==> src/design/dpod_pkg.sv <==
// Shared types, constants and functions of the date period overlap block.
package dpod_pkg;

    localparam int YEAR_W = 14;
    localparam int MONTH_W = 4;
    localparam int DAY_W = 5;
    localparam int ORD_W = 23;
    localparam int COUNT_W = 22;
    localparam int IN_DATA_W = 96;
    localparam int OUT_DATA_W = 24;
    localparam int DEF_YEAR_LIMIT = 9999;
    localparam int STAGES = 5;

    localparam logic [8:0] DAYS_YEAR = 9'd365;
    localparam logic [27:0] RECIP100 = 28'd5243;
    localparam logic [6:0] CENTURY = 7'd100;
    localparam logic [COUNT_W-1:0] COUNT_MAX = {COUNT_W{1'b1}};

    typedef struct packed {
        logic [YEAR_W-1:0] year;
        logic [MONTH_W-1:0] month;
        logic [DAY_W-1:0] day;
    } date_t;

    typedef struct packed {
        logic [STAGES-1:0] ld;
    } pipe_ctl_t;

    function automatic logic [8:0] months_before(input logic [MONTH_W-1:0] m);
        logic [8:0] r;
        begin
            case (m)
                4'd0: r = 9'd0;
                4'd1: r = 9'd0;
                4'd2: r = 9'd31;
                4'd3: r = 9'd59;
                4'd4: r = 9'd90;
                4'd5: r = 9'd120;
                4'd6: r = 9'd151;
                4'd7: r = 9'd181;
                4'd8: r = 9'd212;
                4'd9: r = 9'd243;
                4'd10: r = 9'd273;
                4'd11: r = 9'd304;
                4'd12: r = 9'd334;
                default: r = 9'd365;
            endcase
            return r;
        end
    endfunction

endpackage

==> src/design/dpod_ordinal.sv <==
// Two-stage conversion of one Gregorian date into a day ordinal.
module dpod_ordinal #(
    parameter int YEAR_LIMIT = dpod_pkg::DEF_YEAR_LIMIT
) (
    input  logic                            clk,
    input  dpod_pkg::pipe_ctl_t             ctl,
    input  dpod_pkg::date_t                 date,
    output logic [dpod_pkg::ORD_W-1:0]      ordinal
);

    logic [dpod_pkg::YEAR_W-1:0] y_clamp;
    logic [27:0] prod_a;
    logic [27:0] prod_b;
    logic [27:0] prod_c;
    logic [dpod_pkg::YEAR_W-1:0] y_reg;
    logic [dpod_pkg::MONTH_W-1:0] m_reg;
    logic [dpod_pkg::DAY_W-1:0] d_reg;
    logic [7:0] q100a_reg;
    logic [5:0] q400_reg;
    logic [7:0] q100y_reg;
    logic leap;
    logic [dpod_pkg::ORD_W-1:0] ord_next;
    logic [dpod_pkg::ORD_W-1:0] ord_reg;

    always_comb
    begin
        if (32'(date.year) > YEAR_LIMIT)
            y_clamp = dpod_pkg::YEAR_W'(YEAR_LIMIT);
        else
            y_clamp = date.year;
        prod_a = (28'(y_clamp) + 28'd99) * dpod_pkg::RECIP100;
        prod_b = ((28'(y_clamp) + 28'd399) >> 2) * dpod_pkg::RECIP100;
        prod_c = 28'(y_clamp) * dpod_pkg::RECIP100;
    end

    always_ff @(posedge clk)
    begin
        if (ctl.ld[0])
        begin
            y_reg <= y_clamp;
            m_reg <= date.month;
            d_reg <= date.day;
            q100a_reg <= prod_a[26:19];
            q400_reg <= prod_b[24:19];
            q100y_reg <= prod_c[26:19];
        end
    end

    always_comb
    begin
        leap = (y_reg[1:0] == 2'd0) &&
               ((15'(q100y_reg) * 15'(dpod_pkg::CENTURY) != 15'(y_reg)) ||
                (q100y_reg[1:0] == 2'd0));
        ord_next = dpod_pkg::ORD_W'(y_reg) * dpod_pkg::ORD_W'(dpod_pkg::DAYS_YEAR)
                 + dpod_pkg::ORD_W'((15'(y_reg) + 15'd3) >> 2)
                 - dpod_pkg::ORD_W'(q100a_reg)
                 + dpod_pkg::ORD_W'(q400_reg)
                 + dpod_pkg::ORD_W'(dpod_pkg::months_before(m_reg))
                 + dpod_pkg::ORD_W'(leap && (m_reg >= 4'd3))
                 + dpod_pkg::ORD_W'(d_reg);
    end

    always_ff @(posedge clk)
    begin
        if (ctl.ld[1])
            ord_reg <= ord_next;
    end

    assign ordinal = ord_reg;

endmodule

==> src/design/dpod_overlap.sv <==
// Three-stage overlap count of two periods given as day ordinals.
module dpod_overlap (
    input  logic                            clk,
    input  dpod_pkg::pipe_ctl_t             ctl,
    input  logic [dpod_pkg::ORD_W-1:0]      s1,
    input  logic [dpod_pkg::ORD_W-1:0]      e1,
    input  logic [dpod_pkg::ORD_W-1:0]      s2,
    input  logic [dpod_pkg::ORD_W-1:0]      e2,
    output logic [dpod_pkg::COUNT_W-1:0]    count
);

    localparam int W = dpod_pkg::ORD_W;

    logic [W-1:0] s1_reg, e1_reg, s2_reg, e2_reg;
    logic [W-1:0] len1_reg, len2_reg;
    logic inter_reg;
    logic [W-1:0] ws, we, os, oe;
    logic [W-1:0] lo_next, hi_next;
    logic [W-1:0] lo_reg, hi_reg;
    logic go_reg;
    logic [W-1:0] span;
    logic [dpod_pkg::COUNT_W-1:0] count_next;
    logic [dpod_pkg::COUNT_W-1:0] count_reg;

    always_ff @(posedge clk)
    begin
        if (ctl.ld[2])
        begin
            s1_reg <= s1;
            e1_reg <= e1;
            s2_reg <= s2;
            e2_reg <= e2;
            inter_reg <= !((e1 < s2) || (e2 < s1));
            len1_reg <= (s1 < e1) ? e1 - s1 : '0;
            len2_reg <= (s2 < e2) ? e2 - s2 : '0;
        end
    end

    always_comb
    begin
        if (len1_reg < len2_reg)
        begin
            ws = s1_reg;
            we = e1_reg;
            os = s2_reg;
            oe = e2_reg;
        end
        else
        begin
            ws = s2_reg;
            we = e2_reg;
            os = s1_reg;
            oe = e1_reg;
        end
        lo_next = (ws > os) ? ws : os;
        hi_next = ((we - W'(1)) < oe) ? we - W'(1) : oe;
    end

    always_ff @(posedge clk)
    begin
        if (ctl.ld[3])
        begin
            go_reg <= inter_reg && (ws < we);
            lo_reg <= lo_next;
            hi_reg <= hi_next;
        end
    end

    always_comb
    begin
        span = hi_reg - lo_reg + W'(1);
        if (!go_reg || (hi_reg < lo_reg))
            count_next = '0;
        else if (span > W'(dpod_pkg::COUNT_MAX))
            count_next = dpod_pkg::COUNT_MAX;
        else
            count_next = span[dpod_pkg::COUNT_W-1:0];
    end

    always_ff @(posedge clk)
    begin
        if (ctl.ld[4])
            count_reg <= count_next;
    end

    assign count = count_reg;

endmodule

==> src/design/date_period_overlap_days.sv <==
// Top level of the date period overlap block: stream ports and pipeline control.
// Throughput is one item per cycle while the output is not stalled; two ordinal stages
// and three overlap stages each hold one item, and a stall on the output holds every
// full stage in place. Reset clears the stage valid bits only; the data registers are
// not reset.
module date_period_overlap_days #(
    parameter int YEAR_LIMIT = dpod_pkg::DEF_YEAR_LIMIT
) (
    input  logic                                clk,
    input  logic                                rst_n,
    input  logic                                s_axis_tvalid,
    output logic                                s_axis_tready,
    // Fields from bit 0 up: first_start_year, first_start_month, first_start_day,
    // first_end_year, first_end_month, first_end_day, second_start_year,
    // second_start_month, second_start_day, second_end_year, second_end_month,
    // second_end_day, then zero padding.
    input  logic [dpod_pkg::IN_DATA_W-1:0]      s_axis_tdata,
    output logic                                m_axis_tvalid,
    input  logic                                m_axis_tready,
    // Fields from bit 0 up: overlap_days, then zero padding.
    output logic [dpod_pkg::OUT_DATA_W-1:0]     m_axis_tdata
);

    localparam int N = dpod_pkg::STAGES;

    logic [N-1:0] valid_reg;
    logic [N-1:0] valid_next;
    dpod_pkg::pipe_ctl_t ctl;
    dpod_pkg::date_t d_s1, d_e1, d_s2, d_e2;
    logic [dpod_pkg::ORD_W-1:0] o_s1, o_e1, o_s2, o_e2;
    logic [dpod_pkg::COUNT_W-1:0] count;

    always_comb
    begin
        ctl.ld[N-1] = !valid_reg[N-1] || m_axis_tready;
        for (int i = N - 2; i >= 0; i--)
            ctl.ld[i] = !valid_reg[i] || ctl.ld[i+1];
        for (int i = 0; i < N; i++)
        begin
            if (ctl.ld[i])
                valid_next[i] = (i == 0) ? s_axis_tvalid : valid_reg[(i == 0) ? 0 : i - 1];
            else
                valid_next[i] = valid_reg[i];
        end
    end

    always_ff @(posedge clk or negedge rst_n)
    begin
        if (!rst_n)
            valid_reg <= '0;
        else
            valid_reg <= valid_next;
    end

    assign s_axis_tready = ctl.ld[0];

    assign d_s1 = {s_axis_tdata[13:0], s_axis_tdata[17:14], s_axis_tdata[22:18]};
    assign d_e1 = {s_axis_tdata[36:23], s_axis_tdata[40:37], s_axis_tdata[45:41]};
    assign d_s2 = {s_axis_tdata[59:46], s_axis_tdata[63:60], s_axis_tdata[68:64]};
    assign d_e2 = {s_axis_tdata[82:69], s_axis_tdata[86:83], s_axis_tdata[91:87]};

    dpod_ordinal #(.YEAR_LIMIT(YEAR_LIMIT)) u_ord_s1 (
        .clk(clk), .ctl(ctl), .date(d_s1), .ordinal(o_s1)
    );
    dpod_ordinal #(.YEAR_LIMIT(YEAR_LIMIT)) u_ord_e1 (
        .clk(clk), .ctl(ctl), .date(d_e1), .ordinal(o_e1)
    );
    dpod_ordinal #(.YEAR_LIMIT(YEAR_LIMIT)) u_ord_s2 (
        .clk(clk), .ctl(ctl), .date(d_s2), .ordinal(o_s2)
    );
    dpod_ordinal #(.YEAR_LIMIT(YEAR_LIMIT)) u_ord_e2 (
        .clk(clk), .ctl(ctl), .date(d_e2), .ordinal(o_e2)
    );

    dpod_overlap u_overlap (
        .clk(clk),
        .ctl(ctl),
        .s1(o_s1),
        .e1(o_e1),
        .s2(o_s2),
        .e2(o_e2),
        .count(count)
    );

    assign m_axis_tvalid = valid_reg[N-1];
    assign m_axis_tdata = {{(dpod_pkg::OUT_DATA_W - dpod_pkg::COUNT_W){1'b0}}, count};

endmodule

==> config.mk <==
export PLATFORM = sky130hd
export DESIGN_NAME = date_period_overlap_days
export DESIGN_NICKNAME = d
export VERILOG_FILES = /design/src/design/dpod_pkg.sv /design/src/design/dpod_ordinal.sv /design/src/design/dpod_overlap.sv /design/src/design/date_period_overlap_days.sv
export SDC_FILE = /design/constraint.sdc
export NUM_CORES = 2
export LEC_CHECK = 0
export BUFFER_PORTS_ARGS = -buffer_cell sky130_fd_sc_hd__buf_4
export CORE_MARGIN = 5
export CORE_UTILIZATION = 55
export DETAILED_ROUTE_END_ITERATION = 16
export GPL_TIMING_DRIVEN = 0
export PLACE_DENSITY = 0.75
export RECOVER_POWER = 50
export SLEW_MARGIN = 20
export SYNTH_ARGS = -nofsm -noshare
export SYNTH_HDL_FRONTEND = slang
export SYNTH_SLANG_ARGS = --single-unit
==> constraint.sdc <==
create_clock -name clk -period 16 [get_ports clk]
set_input_delay 2.4 -clock clk [delete_from_list [all_inputs] [get_ports clk]]
set_output_delay 2.4 -clock clk [all_outputs]
set_load 0.01 [all_outputs]
==> results by group <==
Cells and area
  • Utilization of the core after routing: 0.587
  • Multi-input gate area in the final layout: 65400 µm²
  • Nets@finish: 12.2k
  • Fill cells: 13.5k
  • Most common library cell in the layout ignoring fill and taps: sky130_fd_sc_hd__inv_1
  • Fraction of layout instances using a drive strength above 1: 0.0278
  • Area occupied by registers: 15300 µm²
  • Top library cells by usage in the layout, fill and taps aside: sky130_fd_sc_hd__inv_1, sky130_fd_sc_hd__ha_1, sky130_fd_sc_hd__fa_1, sky130_fd_sc_hd__edfxtp_1, sky130_fd_sc_hd__xnor2_1
  • Area delta synth->final: 6.15%

Logic synthesis
  • Proportion of register bits with asynchronous set or reset after synthesis: 0.00960
  • Dominant combinational cell family by area after synthesis: adder cells
  • Post-synthesis mux area share: 0.0152
  • Flop and latch count out of synthesis: 521
  • Syn avg cell area: 10.3 µm²
  • Share of the yosys chip area belonging to registers: 0.170
  • XOR/XNOR Fraction of Synth Area: 0.0505
  • Simple-gate area share of the yosys netlist: 0.0581
  • Count of distinct cell types in the synthesized netlist: 86
  • Cell area after technology mapping: 89700 µm²
  • Instance count of the mapped netlist: 8730
  • Synthesized-area fraction occupied by adder cells: 0.540
  • Synthesis warning total: 0
  • Dominant register cell in the synthesized netlist: sky130_fd_sc_hd__edfxtp_1
  • Post-synthesis compound-gate area fraction: 0.0656
  • Post-synth EDFFs: 480

Timing
  • Period utilization: 0.690
  • Maximum clock skew at final layout: 0.0408 ns
  • Count of endpoints failing setup in the final report: 0
  • RSZ-0062 raised after global routing: false
  • Clock period minus worst slack: 11.04 ns
  • Fmax: 90.6 MHz
  • Final WS setup: 4.96 ns
  • Headroom to the max-slew limit: -0.814
  • Fin Hold WS: 0.466 ns
  • Final hold violation count: 0
  • Transition time of the tightest slew-check pin: 2.72 ns
  • Number of slew-limit violations in the final report: 182

Routing
  • Detailed-route DRC error count: 0
  • Router iterations before antenna repair: 6
  • Antenna viol nets, final: 0
  • Post-DR vias/cell: 5.29
  • Wire per inst: 17.2 µm
  • Detailed router's first-iteration violation count: 3189
  • Number of vias after detailed routing: 59.0k
  • Final wirelength: 192000 µm

Floorplanning
  • Initial Util: 0.553
  • Num ports: 126
  • Vertical extent of the die: 414 µm
  • Core footprint: 162000 µm²
  • Total number of placement rows: 148
  • Full die area: 171000 µm²
  • Die outline width: 414 µm

Placed design
  • Post-place setup slack: 4.39 ns
  • Number of I/O port buffers: 119
  • Final weighted congestion in routability-driven placement: 0.944
  • Post-detailed-placement half-perimeter wirelength: 168000 µm

GRT
  • Maximum number of pins on one net before global-route repair: 51
  • Initial antenna violation count: 6
  • Via count of the first global-routing pass: 63.7k
  • Total gr overflow: 0
  • First-pass GRT wire length: 321000 µm
  • Total routing usage reported by global routing: 0.231

Min path
  • Hold Crit Depth: 1
  • Class of the tightest hold or removal check: register to register

Worst setup path
  • Highest fanout seen on the critical path: 8
  • Path length in cells of the critical path: 31
  • FF-to-FF path depth: 33
  • Buf/Inv on CP: 6
  • Cell mode on critical path: sky130_fd_sc_hd__inv_1
  • Endpoint required time on the critical path: 16.40 ns
  • Capturing element type of the critical path: register
  • Standard cell with the maximum stage delay on the critical path: sky130_fd_sc_hd__o31ai_1
  • CP Data Arrival Time: 11.44 ns
  • Max incr delay on CP: 0.94 ns
  • Critical setup path kind: input port to register
  • Cell family with most CP delay: adder cells
  • Crit start category: input port

Clocking
  • Skew-Pair Late Insertion Delay: 0.69 ns
  • Number of CTS-inserted buffers: 60
  • Number of buffers inserted by post-CTS setup repair: 0
  • # H-tree levels: 2
  • CTS resizes: 0
  • Largest buffer count on any clock path: 3
  • Clock slew at the register clock pins of the worst setup and hold paths: 0.06 ns
  • CTS root buffer: sky130_fd_sc_hd__clkbuf_16
  • # clock sinks: 521
  • CTS tree: yes
  • Cts-stage hold buffer count: 0

Run status
  • Status: finished with violations
  • Failing checks: max-capacitance violations, max-slew violations

Job
  • Maximum Capacitance Violations: 4
-- area by class of cell --
cell class | instances | share of cell area
multi-input cells | 5825 | 0.687
flip-flops and latches | 521 | 0.160
inverters | 2339 | 0.0922
well taps | 2175 | 0.0286
clock buffers | 67 | 0.0161
repair buffers | 134 | 0.00910
clock inverters | 47 | 0.00481
plain buffers | 46 | 0.00219
diodes | 2 | 0.0000525
-- routing by layer --
metal	track usage	wire length (µm)	up-vias
met5	0	34	-
li1	-	-	28500
met1	0.322	86500	29100
met4	0.0481	4110	4
met2	0.397	92400	1230
met3	0.0196	8810	244
-- metrics by stage --
step | cell area [µm²] | cells | setup TNS, ns
final | 95300 | 11200 | 0
after global routing | 95200 | 11200 | 0
after CTS | 95600 | 11200 | 0
after detailed placement | 93600 | 11000 | 0
after global placement | 93400 | 11000 | -45.23
after floorplan | 89700 | 8731 | 0
-- kinds of logic after synthesis --
family / Yosys count
buf+inv: 2385
other cells: 1
simple gates: 1074
mux: 127
flops: 521
fa+ha+maj: 3191
xor+xnor: 517
compound gates: 914
-- worst paths after layout --
path | from | slack [ns] | end
hold reg to reg | valid_reg[1] | 0.47 | valid_reg[2]
min in group asynchronous | rst_n | 1.61 | valid_reg[1]
setup / recovery | s_axis_tdata[28] | 4.96 | u_ord_e1.q100a_reg[7]
max in group asynchronous | rst_n | 14.11 | valid_reg[2]
setup reg to reg | u_ord_s1.q100y_reg[2] | 6.67 | u_ord_s1.ordinal[21]
hold / removal | valid_reg[1] | 0.47 | valid_reg[2]
-- cells in the mapped netlist, drive strengths merged, types with 10 or more instances --
cell	number	area, µm²
inv	2339	8780
ha	2035	25500
fa	1141	22800
edfxtp	480	14400
xnor2	397	3480
nor2	294	1110
a21oi	286	1430
nand2	242	908
o21ai	171	856
a21o	137	1030
xor2	120	1050
nand3	97	490
mux2i	90	901
nand2b	90	563
nor3	90	450
nor2b	72	450
o21a	56	428
nand4	41	257
mux2	37	465
and3	36	225
dfxtp	36	721
or3	32	200
a211oi	31	233
a31oi	31	194
clkbuf	27	101
o211ai	26	195
o21bai	25	188
a21boi	20	154
buf	19	129
nor4	17	106
maj3	15	150
and2	14	87.6
o31ai	14	105
a211o	12	105
a31o	11	96.3
nand3b	11	82.6
or2	10	62.6
Power is not shown: default switching activity piles up to over one toggle a cycle in this logic, so the estimate is an artifact.
